$ cat src/rtl/grrd_pkg.sv
package grrd_pkg;

  localparam int MAX_CONSUMERS_DEF = 16;
  localparam int NUM_GROUPS_DEF    = 3;

  localparam int HANDLE_W = 16;
  localparam int GROUP_W  = 2;

  localparam logic MODE_REGISTER = 1'b0;
  localparam logic MODE_DISPATCH = 1'b1;

  typedef enum logic [1:0] {
    ST_DISPATCHED = 2'd0,
    ST_REGISTERED = 2'd1,
    ST_REFUSED    = 2'd2
  } status_t;

  typedef struct packed {
    logic                mode;
    logic [HANDLE_W-1:0] consumer_handle;
  } in_item_t;

  typedef struct packed {
    status_t             status;
    logic [GROUP_W-1:0]  group_id;
    logic [HANDLE_W-1:0] chosen_handle;
    logic                last;
  } out_item_t;

  typedef struct packed {
    logic [GROUP_W-1:0]  tag;
    logic [HANDLE_W-1:0] handle;
  } entry_t;

endpackage

$ cat src/rtl/grrd_ram.sv
module grrd_ram #(
  parameter int WIDTH = 8,
  parameter int DEPTH = 16
) (
  input  logic                                       clk,
  input  logic                                       we,
  input  logic [((DEPTH > 1) ? $clog2(DEPTH) : 1)-1:0] waddr,
  input  logic [WIDTH-1:0]                           wdata,
  input  logic [((DEPTH > 1) ? $clog2(DEPTH) : 1)-1:0] raddr,
  output logic [WIDTH-1:0]                           rdata
);

  logic [WIDTH-1:0] mem [DEPTH];

  always_ff @(posedge clk) begin
    if (we) begin
      mem[waddr] <= wdata;
    end
    rdata <= mem[raddr];
  end

endmodule

$ cat src/rtl/grouped_round_robin_dispatch.sv
// Channel   Handshake                 Payload
// item      start in, busy out        in_item_t  (mode, consumer_handle)
// result    result_valid out, strobe  out_item_t (status, group_id, chosen_handle, last)
//
// A register transaction does not make the block busy; its result shows in the next cycle.
// A dispatch transaction walks the slot table through the single read port of
// the table RAM, one slot per cycle, for each group in turn, with a setup step
// before each group's scan.
// Reset clears the consumer count, group pointer and last picks; the table itself is not cleared.
// The receiver cannot stall: each result is held for exactly one cycle.
module grouped_round_robin_dispatch
  import grrd_pkg::*;
#(
  parameter int MAX_CONSUMERS = MAX_CONSUMERS_DEF,
  parameter int NUM_GROUPS    = NUM_GROUPS_DEF
) (
  input  logic      clk,
  input  logic      rst,
  input  logic      start,
  input  in_item_t  item,
  output logic      busy,
  output logic      result_valid,
  output out_item_t result
);

  localparam int AW  = (MAX_CONSUMERS > 1) ? $clog2(MAX_CONSUMERS) : 1;
  localparam int CW  = $clog2(MAX_CONSUMERS + 1);
  localparam int GIW = (NUM_GROUPS > 1) ? $clog2(NUM_GROUPS) : 1;
  localparam logic [CW-1:0]      FULL_COUNT = CW'(MAX_CONSUMERS);
  localparam logic [GROUP_W-1:0] LAST_GROUP = GROUP_W'(NUM_GROUPS - 1);

  typedef enum logic [1:0] {
    S_IDLE,
    S_SETUP,
    S_SCAN,
    S_FLUSH
  } state_t;

  state_t             state;
  logic [CW-1:0]      count;
  logic [GROUP_W-1:0] next_group;
  logic [GROUP_W-1:0] cur_group;
  logic [AW-1:0]      pos;
  logic [CW-1:0]      issued;
  logic               rd_vld;
  logic [AW-1:0]      rd_slot;
  logic [AW-1:0]      lp_idx [NUM_GROUPS];
  logic               lp_vld [NUM_GROUPS];
  logic               pend_vld;
  out_item_t          pend;

  logic               accept;
  logic               tbl_we;
  entry_t             tbl_wdata;
  entry_t             tbl_rdata;
  logic [AW-1:0]      last_pos;
  logic [AW-1:0]      start_pos;
  logic [AW-1:0]      pos_dec;
  logic [GIW-1:0]     gi;
  logic               hit;
  logic               scan_end;
  logic [GROUP_W-1:0] group_adv;

  assign busy      = (state != S_IDLE);
  assign accept    = start && (state == S_IDLE);
  assign tbl_we    = accept && (item.mode == MODE_REGISTER) && (count != FULL_COUNT);
  assign tbl_wdata = '{tag: next_group, handle: item.consumer_handle};
  assign last_pos  = AW'(count - CW'(1));
  assign gi        = cur_group[GIW-1:0];
  assign pos_dec   = (pos == '0) ? last_pos : AW'(pos - AW'(1));
  assign hit       = rd_vld && (tbl_rdata.tag == cur_group);
  assign scan_end  = (issued == count);
  assign group_adv = (next_group == LAST_GROUP) ? '0 : GROUP_W'(next_group + GROUP_W'(1));

  always_comb begin
    if (lp_vld[gi]) begin
      start_pos = (lp_idx[gi] == '0) ? last_pos : AW'(lp_idx[gi] - AW'(1));
    end else begin
      start_pos = last_pos;
    end
  end

  grrd_ram #(
    .WIDTH ($bits(entry_t)),
    .DEPTH (MAX_CONSUMERS)
  ) u_table (
    .clk   (clk),
    .we    (tbl_we),
    .waddr (count[AW-1:0]),
    .wdata (tbl_wdata),
    .raddr (pos),
    .rdata (tbl_rdata)
  );

  always_ff @(posedge clk) begin
    if (rst) begin
      state        <= S_IDLE;
      count        <= '0;
      next_group   <= '0;
      cur_group    <= '0;
      rd_vld       <= 1'b0;
      pend_vld     <= 1'b0;
      result_valid <= 1'b0;
      for (int i = 0; i < NUM_GROUPS; i++) begin
        lp_idx[i] <= '0;
        lp_vld[i] <= 1'b0;
      end
    end else begin
      result_valid <= 1'b0;
      unique case (state)
        S_IDLE: begin
          if (accept) begin
            if (item.mode == MODE_REGISTER) begin
              result_valid         <= 1'b1;
              result.group_id      <= next_group;
              result.chosen_handle <= item.consumer_handle;
              result.last          <= 1'b1;
              if (count == FULL_COUNT) begin
                result.status <= ST_REFUSED;
              end else begin
                result.status <= ST_REGISTERED;
                count         <= CW'(count + CW'(1));
                next_group    <= group_adv;
              end
            end else if (count != '0) begin
              cur_group <= '0;
              pend_vld  <= 1'b0;
              state     <= S_SETUP;
            end
          end
        end
        S_SETUP: begin
          pos    <= start_pos;
          issued <= '0;
          rd_vld <= 1'b0;
          state  <= S_SCAN;
        end
        S_SCAN: begin
          if (!scan_end) begin
            pos     <= pos_dec;
            issued  <= CW'(issued + CW'(1));
            rd_vld  <= 1'b1;
            rd_slot <= pos;
          end else begin
            rd_vld <= 1'b0;
          end
          if (hit) begin
            lp_idx[gi] <= rd_slot;
            lp_vld[gi] <= 1'b1;
            if (pend_vld) begin
              result_valid <= 1'b1;
              result       <= pend;
            end
            pend     <= '{status: ST_DISPATCHED, group_id: cur_group,
                          chosen_handle: tbl_rdata.handle, last: 1'b0};
            pend_vld <= 1'b1;
          end
          if (hit || scan_end) begin
            if (cur_group == LAST_GROUP) begin
              state <= S_FLUSH;
            end else begin
              cur_group <= GROUP_W'(cur_group + GROUP_W'(1));
              state     <= S_SETUP;
            end
          end
        end
        S_FLUSH: begin
          if (pend_vld) begin
            result_valid <= 1'b1;
            result       <= '{status: pend.status, group_id: pend.group_id,
                              chosen_handle: pend.chosen_handle, last: 1'b1};
          end
          pend_vld <= 1'b0;
          state    <= S_IDLE;
        end
        default: begin
          state <= S_IDLE;
        end
      endcase
    end
  end

endmodule

$ cat config.mk
export PLATFORM = sky130hd
export DESIGN_NAME = grouped_round_robin_dispatch
export DESIGN_NICKNAME = d
export VERILOG_FILES = /design/src/rtl/grrd_pkg.sv /design/src/rtl/grrd_ram.sv /design/src/rtl/grouped_round_robin_dispatch.sv
export SDC_FILE = /design/constraint.sdc
export NUM_CORES = 1
export LEC_CHECK = 0
export ABC_AREA = 1
export BUFFER_PORTS_ARGS = -buffer_cell sky130_fd_sc_hd__buf_2
export CAP_MARGIN = 20
export CORE_ASPECT_RATIO = 0.5
export CORE_MARGIN = 8
export CORE_UTILIZATION = 47
export DETAILED_ROUTE_END_ITERATION = 6
export PLACE_DENSITY = 0.65
export SKIP_LAST_GASP = 1
export SYNTH_ARGS = -nofsm -noshare
export SYNTH_HDL_FRONTEND = slang
export SYNTH_SLANG_ARGS = --single-unit
export TNS_END_PERCENT = 30
$ cat constraint.sdc
create_clock -name clk -period 6.2 [get_ports clk]
set_clock_uncertainty 0.1 [all_clocks]
set_input_delay 1.86 -clock clk [delete_from_list [all_inputs] [get_ports clk]]
set_output_delay 1.86 -clock clk [all_outputs]
set_load 0.005 [all_outputs]
# ---- Yosys cells after proc, flatten, opt, wreduce, memory -nomap -nowiden
# Memories as Yosys holds them, arrays and structs flattened. A register that Yosys moved wholly into a read port is not among the register bits.
# Index checks and enable logic that the tools add are counted.
dict set report op_classes {
  n_reduce_logical 23
  muxes 57
  n_bitwise 4
  addsub 7
  n_eq_ne 19
}
# cell n
set op_table {}
lappend op_table {{21-bit 2-to-1 mux} 5}
lappend op_table {{21-bit case mux with 3 select lines} 1}
lappend op_table {{2-bit 2-to-1 mux} 18}
lappend op_table {{1-bit 2-to-1 mux} 20}
lappend op_table {{4-bit 2-to-1 mux} 5}
lappend op_table {{2-bit inequality test (second input constant)} 9}
lappend op_table {{4-bit by 1-bit subtractor with 4-bit output (second input constant)} 3}
lappend op_table {{5-bit by 1-bit adder with 5-bit output (second input constant)} 2}
lappend op_table {{5-bit case mux with 2 select lines} 1}
lappend op_table {{3-bit AND reduction} 3}
lappend op_table {{2-bit equality test (second input constant)} 4}
lappend op_table {{4-bit logical NOT} 2}
lappend op_table {{2-bit case mux with 4 select lines} 1}
lappend op_table {{4-bit case mux with 2 select lines} 1}
lappend op_table {{4-bit AND reduction} 2}
lappend op_table {{7-bit AND reduction} 1}
lappend op_table {{1-bit case mux with 3 select lines} 2}
lappend op_table {{6-bit AND reduction} 1}
lappend op_table {{2-bit nonzero test} 3}
lappend op_table {{5-bit equality test} 1}
lappend op_table {{5-bit equality test (second input constant)} 1}
lappend op_table {{5-bit 2-to-1 mux} 1}
lappend op_table {{5-bit inequality test (second input constant)} 1}
lappend op_table {{5-bit AND reduction} 1}
lappend op_table {{14 further kinds} 21}
dict set report word_totals {
  in_bits 20
  elab_cells 129
  ff_bits 66
  n_memories 3
  output_inout_bits 23
  ram_bits 303
}
# memory depth width read_ports rd_clocked_by_memory_dff wr line_no
set memory_table {}
lappend memory_table {u_table.mem 16 18 1 1 1 grrd_ram.sv:13} ;# logic [WIDTH-1:0] mem [DEPTH];
lappend memory_table {lp_idx 3 4 1 1 3 grouped_round_robin_dispatch.sv:47} ;# logic [AW-1:0] lp_idx [NUM_GROUPS];
lappend memory_table {lp_vld 3 1 1 1 3 grouped_round_robin_dispatch.sv:48} ;# logic lp_vld [NUM_GROUPS];

# ---- Longest topological paths before layout
dict set report logic_depth {
  ltp_word 8
  ltp_mapped 12
  mapped_depth_nobuf 12
}

# ---- Cells and area by module
# A second synthesis with hierarchy kept.
dict set report hier_totals {
  cells_unflattened 1617
  hier_area_um2 16798.6
}
# mod cells_each n_inst area_each_um2 seq_area_each_um2
set by_module_without_submodules {}
lappend by_module_without_submodules {grrd_ram 1203 1 12762.2 9008.6}
lappend by_module_without_submodules {grouped_round_robin_dispatch 414 1 4036.4 2442.3}

# ---- Worst setup path after synthesis
# OpenSTA, ideal clock, no wires.
dict set report synth_path {
  kind {input-to-reg}
  from {input port start}
  to {memory u_table.mem[12][0] in the netlist's numbering, enable pin}
  slack_ps 2162
  setup_time_ps 416
  n_path_buf 1
  t_required_ps 5684
  stages 5
  arrival_ps 3522
  path_cell_list {nand2_1 > nor2_2 > nand2_2 > buf_6 > nor3_1}
}
dict set report synth_between {
  elab_chain_cells 5
}
# item line_no
set synth_lines {}
lappend synth_lines {{start: declaration} grouped_round_robin_dispatch.sv:19} ;# input logic start,
lappend synth_lines {{1-bit logical AND} grouped_round_robin_dispatch.sv:65} ;# assign accept = start && (state == S_IDLE);
lappend synth_lines {{1-bit logical AND (2 in series)} grouped_round_robin_dispatch.sv:66} ;# assign tbl_we = accept && (item.mode == MODE_REGISTER) && (count != FULL_COUNT);
lappend synth_lines {{1-bit 2-to-1 mux} grrd_ram.sv:16} ;# if (we) begin
lappend synth_lines {{1-bit 2-to-1 mux (implied by the code)} grrd_ram.sv:17} ;# mem[waddr] <= wdata;
lappend synth_lines {{end: declaration} grrd_ram.sv:13}
# No other way between the ends.

# ---- Worst setup path after layout
dict set report layout_path {
  from {input port start}
  to {memory u_table.mem[11][2] in the netlist's numbering, enable pin}
}
# The elaborated chain is that of the path after synthesis.

==> out/results.ini <==
[clock_network]
htree_levels = 2
numCtsBuffers = 37
cts_buffer_depth = 3
clock_latency_ps = 530
post-cts-setup-buffer-count = 0
clk_pin_slew_ps = 60
cts_root_buf = clkbuf_16
cts_sinks = 394
cts_tree = done
cts_resized = 0
postCtsHoldBufs = 0

[placement]
gp_congestion = 0.873
post_dp_cell_area_sq_um = 16400
hpwl_um = 24400
io_buffers = 42

[logic_synthesis]
async_flop_share_pct = 0
synth_top_family_by_area = simple AND/OR/NAND/NOR gates
ys_seq_area_share_pct = 72.2
synth_commonest_cells = 356 x edfxtp_1, 315 x nand2_1, 174 x nor2_1
syn-num-nets = 1367
synth_compound_area_share_pct = 7.61
synth.area.mux_share_pct = 0
yosys.area_share.simple_pct = 14.4
yosys_warnings = 0
syn_avg_cell_area_sq_um = 11.9
yosysUniqueCellTypes = 33
synth_area_leaders = edfxtp_1 67%, nand2_1 7.5%, dfxtp_1 4.8%
ys_seq_elements = 394
syn-cell-area_sq_um = 15900
syn_inst = 1329
synth_xor_xnor_area_share_pct = 0.276
synth.largest_area_cell = edfxtp_1
yosysTopAreaCellShare_pct = 67.4
synth_fa_ha_area_share_pct = 1.42
ys.flop_type = edfxtp_1
yosysMostFrequentCell = edfxtp_1
synth-edff-count = 356

[sta]
fin_setup_tns_ps = 0
slew_headroom_pct = 30.5
max_freq_mhz = 273
finalMaxSlewViolations = 0
tightest_slew_ps = 1040
rsz0062_at_grt = false
fin_crit_sh_pct = 59.1
setup_viol = 0
hold_violations = 0
finalCriticalPeriod_ps = 3660
whs_ps = 304

[floorplan]
rows = 47
die_area_sq_um = 40200
die_width_um = 276
start_util_pct = 47.8
die_height_um = 146
num_io_pins = 43
coreArea_sq_um = 33200

[critical_path]
crit_chain = buf_2, nand2_1, nor2_2, nand2_2, nor2_1, inv_1, nor2_2
r2r_cells = 7
arrival_ps = 3700
reg2reg_setup_slack_ps = 2770
end_kind = flip-flop
reg2reg_to = u_table.rdata[0]
crit_slowest_cell = nor2_2
reg2reg_from = pos[0]
worstPathMaxFanout = 18
crit_type = in -> reg
crit_top_cell = nor2_2
cp.required_ps = 6240
start_kind = primary input
slowest_delay_ps = 810

[route]
num_vias = 10097
antenna_left = 0
wl_um = 38500
via_per_inst = 5.54
drt-wirelength-per-cell_um = 21.1
drtPass1Iterations = 5
drt_iter0_markers = 1164
drc = 0

[finish]
fin_util_pct = 53.2
areaGrowthSynthToFinish_pct = 11.2
antenna_cells = 0
fin_nets = 1394
drive_above_1_share_pct = 10.2
finalInstanceArea_sq_um = 17600

[power]
p_per_area_nw_per_um2 = 332
cellLeakagePower_uw = 0.00630
vdd_drop_max_v = 0.000157
design_power_total_uw = 5850

[global_route]
antenna_found_initial = 0
grt_pass1_vias = 9581
grt_usage_pct = 18.8
grt_max_degree = 99
overflow = 0
grt_pass1_wl_um = 57700

[min_path]
hold-path-endpoint = pend[9]
worst_hold_path.num_cells = 0
hp-start = u_table.rdata[8]
hp-class = reg -> reg

[flow_run]
maxCapViolations = 0

[status]
status = finished, final reports clean

-- worst max path at each step --
| stage | startpoint | to | slack, ps | cells past startpoint |
|---|---|---|---|---|
| CTS | start | u_table.mem[3][4] | 2600 | 7 |
| global route | pos[0] | u_table.rdata[3] | 2480 | 9 |
| global placement | start | u_table.mem[3][15] | 2120 | 7 |
| floorplan | start | u_table.mem[12][0] | 2160 | 5 |
| finish | start | u_table.mem[11][2] | 2540 | 7 |
| detailed placement | start | u_table.mem[3][9] | 2030 | 7 |
-- sequential cells by signal, indices dropped and copies added (netlist names), named ones only --
register	count
count	5
next_group	2
lp_vld	4
pend	18
state	2
pend_vld	1
rd_slot	4
u_table.mem	288
u_table.rdata	18
result	21
lp_idx	16
issued	5
rd_vld	1
cur_group	2
pos	4
result_valid	1
-- stage by stage --
stage,setup slack (ps),std cells
floorplan,2160,1329
global placement,2120,1755
finish,2540,1823
CTS,2600,1820
global route,2480,1823
detailed placement,2030,1755
-- layer usage --
layer | wire length [um] | GRT usage (%)
met4 | 910 | 5.25
met3 | 3230 | 4.28
met5 | 0 | 0
met2 | 17700 | 29.3
met1 | 16700 | 26.3
-- power breakdown --
part | internal, uW | total (uW) | switching, uW
Sequential | 2980 | 3040 | 54.8
Clock | 1310 | 2260 | 954
Combinational | 153 | 543 | 390
Total | 4450 | 5840 | 1400
-- worst max-delay path, delay by kind of cell --
family                 cells  cell delay (ps)
buffers and inverters      2              290
AND/OR/NAND/NOR            5             1550
-- logic make-up (layout without fill, tap and decap cells) --
group,Yosys count,after routing
XOR/XNOR,5,5
AND/OR/NAND/NOR,570,570
AO/OA/AOI/OAI,199,199
flip-flops,394,394
adder cells (fa/ha/maj),18,18
buffers and inverters,143,196
-- final cells by class --
class / instances / area [sq um]
Tap cell: 441 / 552
Clock buffer: 54 / 1050
Clock inverter: 11 / 143
Inverter: 77 / 293
Multi-Input combinational cell: 792 / 3810
Sequential cell: 394 / 11500
Fill cell: 2756 / 15500
Timing Repair Buffer: 54 / 328
-- cell usage in the layout (no fill, tap or decap), drive strengths merged, types with 28 or more instances in the layout --
cell | synthesis | layout
inv | 77 | 77
nand3 | 59 | 59
nand2 | 320 | 320
dfxtp | 38 | 38
o21ai | 104 | 104
o211ai | 28 | 28
edfxtp | 356 | 356
nor2 | 180 | 180
buf | 45 | 54
clkbuf | 21 | 54
Note: power is estimated with default switching activity, not from simulation.
